--- config.mk ---
export PLATFORM = sky130hd
export DESIGN_NAME = pool_slot_allocator
export DESIGN_NICKNAME = d
export VERILOG_FILES = /design/src/rtl/psa_pkg.sv /design/src/rtl/psa_ctrl.sv /design/src/rtl/psa_dp.sv /design/src/rtl/pool_slot_allocator.sv
export SDC_FILE = /design/constraint.sdc
export NUM_CORES = 1
export LEC_CHECK = 0
export ABC_AREA = 1
export BUFFER_PORTS_ARGS = -buffer_cell sky130_fd_sc_hd__buf_2
export CAP_MARGIN = 15
export CORE_ASPECT_RATIO = 0.75
export CORE_MARGIN = 5
export CORE_UTILIZATION = 55
export DETAILED_ROUTE_END_ITERATION = 7
export PLACE_DENSITY = 0.72
export RECOVER_POWER = 25
export SYNTH_ARGS = -nofsm -noshare
export SYNTH_HDL_FRONTEND = slang
export SYNTH_SLANG_ARGS = --single-unit
--- constraint.sdc ---
create_clock -name clk -period 7.3 [get_ports clk]
set_clock_uncertainty 0.15 [all_clocks]
set_input_delay 0.73 -clock clk [delete_from_list [all_inputs] [get_ports clk]]
set_output_delay 0.73 -clock clk [all_outputs]
set_load 0.05 [all_outputs]
--- src/rtl/psa_pkg.sv ---
`timescale 1ns / 1ps
// ----------------------------------------------------------------------------
// psa_pkg
// Shared types and codes of the pool slot allocator: operation and status
// codes, register map and the command/status bundles between the controller
// and the datapath.
// ----------------------------------------------------------------------------
package psa_pkg;

    localparam int ADDR_W     = 16;
    localparam int COUNT_W    = 16;
    localparam int OBJ_SIZE_W = 12;
    localparam int EPB_W      = 9;
    localparam int PADDR_W    = 3;
    localparam int PDATA_W    = 32;

    // Operation codes
    localparam logic [1:0] FN_ALLOC    = 2'd0;
    localparam logic [1:0] FN_RECYCLE  = 2'd1;
    localparam logic [1:0] FN_ROLLBACK = 2'd2;

    // Result status codes
    localparam logic [1:0] ST_OK        = 2'd0;
    localparam logic [1:0] ST_EXHAUSTED = 2'd1;
    localparam logic [1:0] ST_DROPPED   = 2'd2;
    localparam logic [1:0] ST_NULL      = 2'd3;

    // Register index, taken from paddr[2]
    localparam logic REG_OBJ_SIZE = 1'b0;
    localparam logic REG_EPB      = 1'b1;

    localparam logic [OBJ_SIZE_W-1:0] OBJ_SIZE_RST = 12'd8;
    localparam logic [OBJ_SIZE_W-1:0] MIN_OBJ_SIZE = 12'd8;
    localparam logic [EPB_W-1:0]      EPB_RST      = 9'd508;

    // Result select codes
    localparam logic [2:0] RES_NONE      = 3'd0;
    localparam logic [2:0] RES_OK        = 3'd1;
    localparam logic [2:0] RES_EXHAUSTED = 3'd2;
    localparam logic [2:0] RES_DROPPED   = 3'd3;
    localparam logic [2:0] RES_NULL      = 3'd4;
    localparam logic [2:0] RES_POP       = 3'd5;
    localparam logic [2:0] RES_BUMP      = 3'd6;

    typedef struct packed {
        logic       load_in;
        logic       pop_read;
        logic       push;
        logic       advance;
        logic       bump_mul;
        logic       roll_step;
        logic       load_out;
        logic [2:0] res_sel;
    } psa_cmd_t;

    typedef struct packed {
        logic [1:0] func;
        logic       stack_empty;
        logic       stack_full;
        logic       addr_null;
        logic       epb_zero;
        logic       entry_full;
        logic       last_block;
        logic       roll_done;
        logic       out_free;
    } psa_sts_t;

endpackage

--- src/rtl/psa_ctrl.sv ---
`timescale 1ns / 1ps
// ----------------------------------------------------------------------------
// psa_ctrl
// Sequencer of the pool slot allocator: takes one item at a time and steps
// the datapath through pop, bump, recycle or rollback.
// ----------------------------------------------------------------------------
module psa_ctrl
    import psa_pkg::*;
(
    input  logic     clk,
    input  logic     rst_n,
    input  logic     in_valid,
    output logic     in_stall,
    input  psa_sts_t sts,
    output psa_cmd_t cmd
);

    localparam logic [2:0] S_IDLE = 3'd0;
    localparam logic [2:0] S_EXEC = 3'd1;
    localparam logic [2:0] S_POP  = 3'd2;
    localparam logic [2:0] S_MUL  = 3'd3;
    localparam logic [2:0] S_SUM  = 3'd4;
    localparam logic [2:0] S_ROLL = 3'd5;
    localparam logic [2:0] S_DONE = 3'd6;

    logic [2:0] state_reg;
    logic [2:0] state_next;

    assign in_stall = (state_reg != S_IDLE);

    always_comb
    begin
        state_next = state_reg;
        cmd        = '0;
        cmd.res_sel = RES_NONE;
        case (state_reg)
            S_IDLE:
            begin
                if (in_valid)
                begin
                    cmd.load_in = 1'b1;
                    state_next  = S_EXEC;
                end
            end
            S_EXEC:
            begin
                state_next = S_DONE;
                case (sts.func)
                    FN_ALLOC:
                    begin
                        if (!sts.stack_empty)
                        begin
                            cmd.pop_read = 1'b1;
                            state_next   = S_POP;
                        end
                        else if (sts.epb_zero)
                        begin
                            cmd.res_sel = RES_EXHAUSTED;
                        end
                        else if (sts.entry_full)
                        begin
                            if (sts.last_block)
                            begin
                                cmd.res_sel = RES_EXHAUSTED;
                            end
                            else
                            begin
                                cmd.advance = 1'b1;
                                state_next  = S_MUL;
                            end
                        end
                        else
                        begin
                            state_next = S_MUL;
                        end
                    end
                    FN_RECYCLE:
                    begin
                        if (sts.addr_null)
                        begin
                            cmd.res_sel = RES_NULL;
                        end
                        else if (sts.stack_full)
                        begin
                            cmd.res_sel = RES_DROPPED;
                        end
                        else
                        begin
                            cmd.push    = 1'b1;
                            cmd.res_sel = RES_OK;
                        end
                    end
                    FN_ROLLBACK:
                    begin
                        state_next = S_ROLL;
                    end
                    default:
                    begin
                        cmd.res_sel = RES_OK;
                    end
                endcase
            end
            S_POP:
            begin
                cmd.res_sel = RES_POP;
                state_next  = S_DONE;
            end
            S_MUL:
            begin
                cmd.bump_mul = 1'b1;
                state_next   = S_SUM;
            end
            S_SUM:
            begin
                cmd.res_sel = RES_BUMP;
                state_next  = S_DONE;
            end
            S_ROLL:
            begin
                if (sts.roll_done)
                begin
                    cmd.res_sel = RES_OK;
                    state_next  = S_DONE;
                end
                else
                begin
                    cmd.roll_step = 1'b1;
                end
            end
            S_DONE:
            begin
                if (sts.out_free)
                begin
                    cmd.load_out = 1'b1;
                    state_next   = S_IDLE;
                end
            end
            default:
            begin
                state_next = S_IDLE;
            end
        endcase
    end

    always_ff @(posedge clk or negedge rst_n)
    begin
        if (!rst_n)
        begin
            state_reg <= S_IDLE;
        end
        else
        begin
            state_reg <= state_next;
        end
    end

endmodule

--- src/rtl/psa_dp.sv ---
`timescale 1ns / 1ps
// ----------------------------------------------------------------------------
// psa_dp
// Datapath of the pool slot allocator: configuration registers, free stack
// memory, bump pointer, address multiplier, rollback walker, output register.
// ----------------------------------------------------------------------------
module psa_dp
    import psa_pkg::*;
#(
    parameter int BLOCK_BYTES  = 4096,
    parameter int HEADER_BYTES = 32,
    parameter int MAX_BLOCKS   = 16,
    parameter int FREE_DEPTH   = 64
)
(
    input  logic                  clk,
    input  logic                  rst_n,
    input  psa_cmd_t              cmd,
    output psa_sts_t              sts,
    input  logic [1:0]            func,
    input  logic [ADDR_W-1:0]     free_address,
    input  logic [COUNT_W-1:0]    rollback_count,
    input  logic                  out_stall,
    output logic                  out_valid,
    output logic [ADDR_W-1:0]     object_address,
    output logic [1:0]            status,
    input  logic                  cfg_write,
    input  logic                  cfg_index,
    input  logic [PDATA_W-1:0]    cfg_wdata,
    output logic [PDATA_W-1:0]    cfg_rdata
);

    localparam int BW = (MAX_BLOCKS > 1) ? $clog2(MAX_BLOCKS) : 1;
    localparam int AW = (FREE_DEPTH > 1) ? $clog2(FREE_DEPTH) : 1;
    localparam int CW = $clog2(FREE_DEPTH + 1);
    localparam logic [ADDR_W-1:0] BLOCK_LO   = ADDR_W'(BLOCK_BYTES % 65536);
    localparam logic [ADDR_W-1:0] HEADER_LO  = ADDR_W'(HEADER_BYTES);
    localparam logic [BW-1:0]     LAST_BLOCK = BW'(MAX_BLOCKS - 1);
    localparam logic [CW-1:0]     STACK_CAP  = CW'(FREE_DEPTH);

    // Configuration
    logic [OBJ_SIZE_W-1:0] obj_size_reg, obj_size_next;
    logic [EPB_W-1:0]      epb_reg, epb_next;

    // Allocator state
    logic [CW-1:0]         count_reg, count_next;
    logic [BW-1:0]         block_reg, block_next;
    logic [EPB_W-1:0]      entry_reg, entry_next;

    // Item and working registers
    logic [1:0]            func_reg, func_next;
    logic [ADDR_W-1:0]     faddr_reg, faddr_next;
    logic [COUNT_W-1:0]    roll_reg, roll_next;
    logic [ADDR_W-1:0]     base_reg, base_next;
    logic [ADDR_W-1:0]     prod_reg, prod_next;
    logic [ADDR_W-1:0]     res_addr_reg, res_addr_next;
    logic [1:0]            res_status_reg, res_status_next;
    logic [ADDR_W-1:0]     out_addr_reg, out_addr_next;
    logic [1:0]            out_status_reg, out_status_next;
    logic                  out_valid_reg, out_valid_next;

    // Free stack
    logic [ADDR_W-1:0]     stack_mem_reg [FREE_DEPTH];
    logic [ADDR_W-1:0]     rd_data_reg;
    logic [CW-1:0]         count_dec;
    logic [AW-1:0]         wr_idx;
    logic [AW-1:0]         rd_idx;

    logic [OBJ_SIZE_W-1:0] eff_size;
    logic [ADDR_W-1:0]     entry_wide;

    assign count_dec  = count_reg - 1'b1;
    assign wr_idx     = count_reg[AW-1:0];
    assign rd_idx     = count_dec[AW-1:0];
    assign eff_size   = (obj_size_reg < MIN_OBJ_SIZE) ? MIN_OBJ_SIZE : obj_size_reg;
    assign entry_wide = ADDR_W'(entry_reg);

    assign sts.func        = func_reg;
    assign sts.stack_empty = (count_reg == '0);
    assign sts.stack_full  = (count_reg == STACK_CAP);
    assign sts.addr_null   = (faddr_reg == '0);
    assign sts.epb_zero    = (epb_reg == '0);
    assign sts.entry_full  = (entry_reg >= epb_reg);
    assign sts.last_block  = (block_reg == LAST_BLOCK);
    assign sts.roll_done   = (roll_reg == '0);
    assign sts.out_free    = !out_valid_reg || !out_stall;

    assign out_valid      = out_valid_reg;
    assign object_address = out_addr_reg;
    assign status         = out_status_reg;
    assign cfg_rdata      = (cfg_index == REG_EPB) ? PDATA_W'(epb_reg) : PDATA_W'(obj_size_reg);

    always_comb
    begin
        obj_size_next   = obj_size_reg;
        epb_next        = epb_reg;
        count_next      = count_reg;
        block_next      = block_reg;
        entry_next      = entry_reg;
        func_next       = func_reg;
        faddr_next      = faddr_reg;
        roll_next       = roll_reg;
        base_next       = base_reg;
        prod_next       = prod_reg;
        res_addr_next   = res_addr_reg;
        res_status_next = res_status_reg;
        out_addr_next   = out_addr_reg;
        out_status_next = out_status_reg;
        out_valid_next  = out_valid_reg && out_stall;

        if (cfg_write)
        begin
            if (cfg_index == REG_OBJ_SIZE)
            begin
                obj_size_next = cfg_wdata[OBJ_SIZE_W-1:0];
            end
            else
            begin
                epb_next = cfg_wdata[EPB_W-1:0];
            end
        end

        if (cmd.load_in)
        begin
            func_next  = func;
            faddr_next = free_address;
            roll_next  = rollback_count;
        end

        if (cmd.push)
        begin
            count_next = count_reg + 1'b1;
        end
        if (cmd.pop_read)
        begin
            count_next = count_dec;
        end

        // Open the next block
        if (cmd.advance)
        begin
            block_next = block_reg + 1'b1;
            entry_next = '0;
        end

        if (cmd.bump_mul)
        begin
            base_next = ADDR_W'(block_reg) * BLOCK_LO + HEADER_LO;
            prod_next = ADDR_W'(entry_reg) * ADDR_W'(eff_size);
        end

        // One step of the rollback walk; clear the count to stop
        if (cmd.roll_step)
        begin
            if (roll_reg > entry_wide)
            begin
                roll_next  = roll_reg - entry_wide;
                entry_next = '0;
                if (block_reg != '0)
                begin
                    block_next = block_reg - 1'b1;
                    entry_next = epb_reg;
                end
                else
                begin
                    roll_next = '0;
                end
            end
            else
            begin
                entry_next = entry_reg - roll_reg[EPB_W-1:0];
                roll_next  = '0;
            end
        end

        case (cmd.res_sel)
            RES_NONE:
            begin
                res_addr_next = res_addr_reg;
            end
            RES_OK:
            begin
                res_addr_next   = '0;
                res_status_next = ST_OK;
            end
            RES_EXHAUSTED:
            begin
                res_addr_next   = '0;
                res_status_next = ST_EXHAUSTED;
            end
            RES_DROPPED:
            begin
                res_addr_next   = '0;
                res_status_next = ST_DROPPED;
            end
            RES_NULL:
            begin
                res_addr_next   = '0;
                res_status_next = ST_NULL;
            end
            RES_POP:
            begin
                res_addr_next   = rd_data_reg;
                res_status_next = ST_OK;
            end
            RES_BUMP:
            begin
                res_addr_next   = base_reg + prod_reg;
                res_status_next = ST_OK;
                entry_next      = entry_reg + 1'b1;
            end
            default:
            begin
                res_addr_next = res_addr_reg;
            end
        endcase

        if (cmd.load_out)
        begin
            out_addr_next   = res_addr_reg;
            out_status_next = res_status_reg;
            out_valid_next  = 1'b1;
        end
    end

    always_ff @(posedge clk or negedge rst_n)
    begin
        if (!rst_n)
        begin
            obj_size_reg  <= OBJ_SIZE_RST;
            epb_reg       <= EPB_RST;
            count_reg     <= '0;
            block_reg     <= '0;
            entry_reg     <= '0;
            out_valid_reg <= 1'b0;
        end
        else
        begin
            obj_size_reg  <= obj_size_next;
            epb_reg       <= epb_next;
            count_reg     <= count_next;
            block_reg     <= block_next;
            entry_reg     <= entry_next;
            out_valid_reg <= out_valid_next;
        end
    end

    always_ff @(posedge clk)
    begin
        func_reg       <= func_next;
        faddr_reg      <= faddr_next;
        roll_reg       <= roll_next;
        base_reg       <= base_next;
        prod_reg       <= prod_next;
        res_addr_reg   <= res_addr_next;
        res_status_reg <= res_status_next;
        out_addr_reg   <= out_addr_next;
        out_status_reg <= out_status_next;
    end

    // Free stack memory: one write port, one registered read port
    always_ff @(posedge clk)
    begin
        if (cmd.push)
        begin
            stack_mem_reg[wr_idx] <= faddr_reg;
        end
        if (cmd.pop_read)
        begin
            rd_data_reg <= stack_mem_reg[rd_idx];
        end
    end

endmodule

--- src/rtl/pool_slot_allocator.sv ---
`timescale 1ns / 1ps
// ----------------------------------------------------------------------------
// pool_slot_allocator
// Fixed-size object pool: LIFO free stack of recycled addresses in front of a
// block-by-block bump allocator, with rollback of bump allocations.
// ----------------------------------------------------------------------------
// The block takes one item at a time. From the accept of an item, an
// allocate served from the free stack steps through EXEC, POP (one memory
// read) and DONE; a bump allocate through EXEC, MUL (the entry-times-size
// multiply), SUM (the final add) and DONE; an allocate that reports
// exhaustion, a recycle or an unused func code through EXEC and DONE; and
// a rollback through EXEC, ROLL and DONE, staying in ROLL for each step of
// its walk, where one step retires the count inside one block; the walk
// takes at most MAX_BLOCKS steps. Results wait in an output register, so
// the next item is accepted while a result is still stalled; an item is
// only held back in DONE if the previous result is still not taken. The
// free stack starts empty and needs no clearing pass.
// Configuration (the object size in bytes at byte 0, the number of entries
// in a block at byte 4) is written through the APB-style port; the user must
// write it only while no item is in flight, which the block does not enforce.
// ----------------------------------------------------------------------------
module pool_slot_allocator
    import psa_pkg::*;
#(
    parameter int BLOCK_BYTES  = 4096,
    parameter int HEADER_BYTES = 32,
    parameter int MAX_BLOCKS   = 16,
    parameter int FREE_DEPTH   = 64
)
(
    input  logic               clk,
    input  logic               rst_n,
    // Item channel
    input  logic               in_valid,
    output logic               in_stall,
    input  logic [1:0]         func,
    input  logic [ADDR_W-1:0]  free_address,
    input  logic [COUNT_W-1:0] rollback_count,
    // Result channel
    output logic               out_valid,
    input  logic               out_stall,
    output logic [ADDR_W-1:0]  object_address,
    output logic [1:0]         status,
    // Configuration port
    input  logic               psel,
    input  logic               penable,
    input  logic               pwrite,
    input  logic [PADDR_W-1:0] paddr,
    input  logic [PDATA_W-1:0] pwdata,
    output logic [PDATA_W-1:0] prdata,
    output logic               pready
);

    psa_cmd_t cmd;
    psa_sts_t sts;
    logic     cfg_write;

    // Zero-wait-state port; the register is picked by the word address bit
    assign pready    = 1'b1;
    assign cfg_write = psel && penable && pwrite;

    psa_ctrl u_ctrl
    (
        .clk      (clk),
        .rst_n    (rst_n),
        .in_valid (in_valid),
        .in_stall (in_stall),
        .sts      (sts),
        .cmd      (cmd)
    );

    psa_dp
    #(
        .BLOCK_BYTES  (BLOCK_BYTES),
        .HEADER_BYTES (HEADER_BYTES),
        .MAX_BLOCKS   (MAX_BLOCKS),
        .FREE_DEPTH   (FREE_DEPTH)
    )
    u_dp
    (
        .clk            (clk),
        .rst_n          (rst_n),
        .cmd            (cmd),
        .sts            (sts),
        .func           (func),
        .free_address   (free_address),
        .rollback_count (rollback_count),
        .out_stall      (out_stall),
        .out_valid      (out_valid),
        .object_address (object_address),
        .status         (status),
        .cfg_write      (cfg_write),
        .cfg_index      (paddr[2]),
        .cfg_wdata      (pwdata),
        .cfg_rdata      (prdata)
    );

endmodule

==> results.yml <==
synth:
  synthArstFlopShare: 0.0383
  synth_edf_count: 1130
  avgSynthCellArea_um2: 12.5
  ys_seq_area_frac: 0.689
  ys_warn_count: 0
  netlist_area_um2: 50900
  yosys.cell_types.count: 60
  syn_inst: 4079
  ys_ff_latch: 1175
  synth_top_flop_cell: "edfxtp_1"
critical_path:
  criticalPathCategory: "register to register"
  crit_required_ps: 7550
  crit_fanout: 65
  worst_setup_path_start_kind: "register"
  arrival_ps: 5890
  worstSetupEndpointType: "register"
global_routing:
  grt_start_max_net_pins: 206
  grtUsageTotal: 0.252
  grt_pass1_wl_um: 191000
  grt_pass1_vias: 31600
  antenna_found_initial: 1
  gr-total-overflow: 0
power:
  p_switching_mw: 11.1
  power.internal_mw: 14.2
  powerDensity_nw_per_um2: 452
  total_power_mw: 25.2
  p_comb_frac: 0.453
  seqPwrFrac: 0.332
  switching_share: 0.439
  ir_drop_mv: 0.678
  power_frac_clock: 0.216
  p_leak_nw: 19.2
timing:
  fin_crit_sh: 0.773
  worst_slew_pin_slew_ps: 3450
  setup_violations: 0
  setup_tns_ps: 0
  hold_viol_final: 0
  period_needed_ps: 5640
  fmax_mhz: 177
  report.final.slew_viol_count: 902
  slew_headroom: -1.30
  rsz0062_at_grt: "false"
  whs_ps: 45.9
clock_tree:
  clk_latency_ps: 710
  clock_sinks: 1175
  cts_tree: "done"
  clk_pin_slew_ps: 60
  cts_buffers: 108
  cts_max_path_buffers: 3
  htree_levels: 3
  root_buffer: "clkbuf_16"
finish:
  fin_util: 0.610
  layout.nets: 4324
  multiInputGateArea_um2: 13800
  fillers: 6902
  antenna_cells: 0
  drive_above_1_share: 0.0942
  syn_to_final_growth_pct: 9.81
  stdcell_area_um2: 55900
  largest_reg_flops: 1024
  seqCellArea_um2: 35100
detailed_routing:
  drt_iter0_drc: 4962
  drc: 0
  wl_met1_um: 53500
  viasPerCell: 6.12
  wl_um: 126000
  vias: 33300
  wl_met3_um: 15000
  final_antenna_net_count: 0
  dr.max_layer_used: "met5"
  wl_per_cell_um: 23.2
  first_pass_iters: 6
  met2_length_um: 54800
placed_design:
  hpwl_um: 72900
  place_area_um2: 52500
  gp_congestion: 0.907
  port_buffers: 85
die:
  core_um2: 91600
  initial_core_util: 0.556
  fp.dieArea_um2: 98800
  die_h_um: 273
  die_x_um: 361
  ios: 129
  rows: 96
run_status:
  outcome: "finished with violations"
  violations: "capacitance limit, slew limit"
worst_hold_path:
  holdCritPathClass: "input port to register"
job:
  drv_cap: 14
-- cell usage in the layout, fill, tap and decap left out, types with 6 or more instances in the layout --
cell type / netlist / final
clkinv_1: 2 / 28
nand2_1: 269 / 269
buf_4: 36 / 84
o311ai_1: 7 / 7
o221ai_1: 167 / 167
dfrtp_1: 37 / 36
nand2_2: 6 / 6
nand3_1: 180 / 180
bufinv_16: 0 / 6
conb_1: 2 / 21
clkbuf_16: 0 / 108
clkinv_2: 0 / 24
nor2_1: 690 / 688
xnor2_1: 8 / 8
nand4_1: 13 / 13
xor2_1: 38 / 38
edfxtp_1: 1130 / 1130
inv_2: 14 / 13
ha_1: 60 / 59
o22ai_1: 93 / 93
inv_1: 226 / 225
a22o_1: 6 / 6
dfstp_2: 8 / 8
o21ai_0: 579 / 578
clkinvlp_4: 0 / 6
a21oi_1: 31 / 31
clkbuf_1: 145 / 36
nor3_1: 16 / 12
buf_2: 89 / 84
a31oi_1: 6 / 6
o21ai_1: 22 / 22
fa_1: 65 / 65
o211ai_1: 75 / 75
nor3_2: 3 / 7
-- metrics by stage --
step	setup WS, ps	std cells
CTS	1740	5438
global route	1290	5439
finish	1660	5439
global placement	1900	5236
detailed placement	1780	5236
floorplan	2490	4098
-- final timing paths --
check	start	endpoint	slack [ps]	depth (start not counted)
max in group asynchronous	rst_n	u_dp.count_reg[0]$_DFFE_PN0P_	3760	3
hold / removal	free_address[13]	u_dp.faddr_reg[13]$_DFFE_PP_	50	1
hold reg to reg	u_dp.res_addr_reg[13]$_DFFE_PP_	u_dp.object_address[13]$_DFFE_PP_	250	0
setup reg to reg	u_dp.faddr_reg[5]$_DFFE_PP_	u_dp.stack_mem_reg[31][7]$_DFFE_PP_	1660	12
min in group asynchronous	rst_n	u_dp.count_reg[4]$_DFFE_PN0P_	1380	3
setup / recovery	u_dp.faddr_reg[5]$_DFFE_PP_	u_dp.stack_mem_reg[31][7]$_DFFE_PP_	1660	12
-- area by class of cell --
class                      count  share of cell area
clock buffer                 130              0.0500
timing repair buffer         190              0.0220
inverter                     242              0.0165
multi-input combinational   2406               0.246
sequential                  1175               0.627
clock inverter                71              0.0108
tap                         1225              0.0274
-- per-layer routing --
| metal | track usage | vias to the layer above |
|---|---|---|
| li1 | - | 14900 |
| met1 | 0.379 | 16400 |
| met2 | 0.365 | 1789 |
| met3 | 0.0682 | 175 |
| met4 | 0.0675 | 2 |
| met5 | 0 | - |
-- cells in the mapped netlist, drive strengths merged (3+ instances only) --
| cell | n | area (um2) |
|---|---|---|
| edfxtp | 1130 | 33900 |
| nor2 | 697 | 2660 |
| o21ai | 603 | 3030 |
| nand2 | 277 | 1070 |
| inv | 240 | 901 |
| nand3 | 184 | 941 |
| o221ai | 167 | 1460 |
| clkbuf | 145 | 544 |
| buf | 130 | 764 |
| o22ai | 93 | 582 |
| o211ai | 76 | 576 |
| fa | 65 | 1300 |
| ha | 60 | 751 |
| xor2 | 40 | 377 |
| dfrtp | 37 | 926 |
| a21oi | 32 | 164 |
| nor3 | 20 | 126 |
| nand4 | 15 | 115 |
| xnor2 | 9 | 97.6 |
| dfstp | 8 | 210 |
| o311ai | 7 | 61.3 |
| a22o | 6 | 52.6 |
| a31oi | 6 | 37.5 |
| a32o | 5 | 50.1 |
| or2 | 5 | 31.3 |
| o31ai | 4 | 30.0 |
| a21o | 3 | 22.5 |
-- logic make-up after synthesis --
kind of cell	Yosys count	share of synthesized area
fa+ha+maj	125	0.0403
compound gates	1008	0.120
flops	1175	0.689
simple gates	1203	0.0977
other cells	2	0.000148
buf+inv	517	0.0435
xor+xnor	49	0.00931
-- power by group through the flow --
stage | clock, mW | sequential, mW | combinational (mW)
global placement | 0 | 8.45 | 10.9
CTS | 5.51 | 8.33 | 11.2
detailed placement | 0 | 8.47 | 11.2
global route | 5.81 | 8.39 | 12.4
finish | 5.44 | 8.37 | 11.4
floorplan | 0 | 8.47 | 7.36
-- timing repair --
| item | CTS | global route |
|---|---|---|
| setup buffers | 0 | 0 |
| hold buffers | 1 | 0 |
| gates resized for setup | 0 | 0 |
| hold endpoints to repair | 34 | 0 |
-- critical path, stage by stage (launching register included) --
cell,delay [ps]
edfxtp_1,320
clkbuf_1,2200
nor2_1,130
nand2_1,250
nor2_1,120
nand2_1,100
nand2_1,60
nor2_2,250
o21ai_2,200
inv_2,250
nand4_1,340
nor2_1,630
buf_4,320
(Power assumes the default switching activity.)
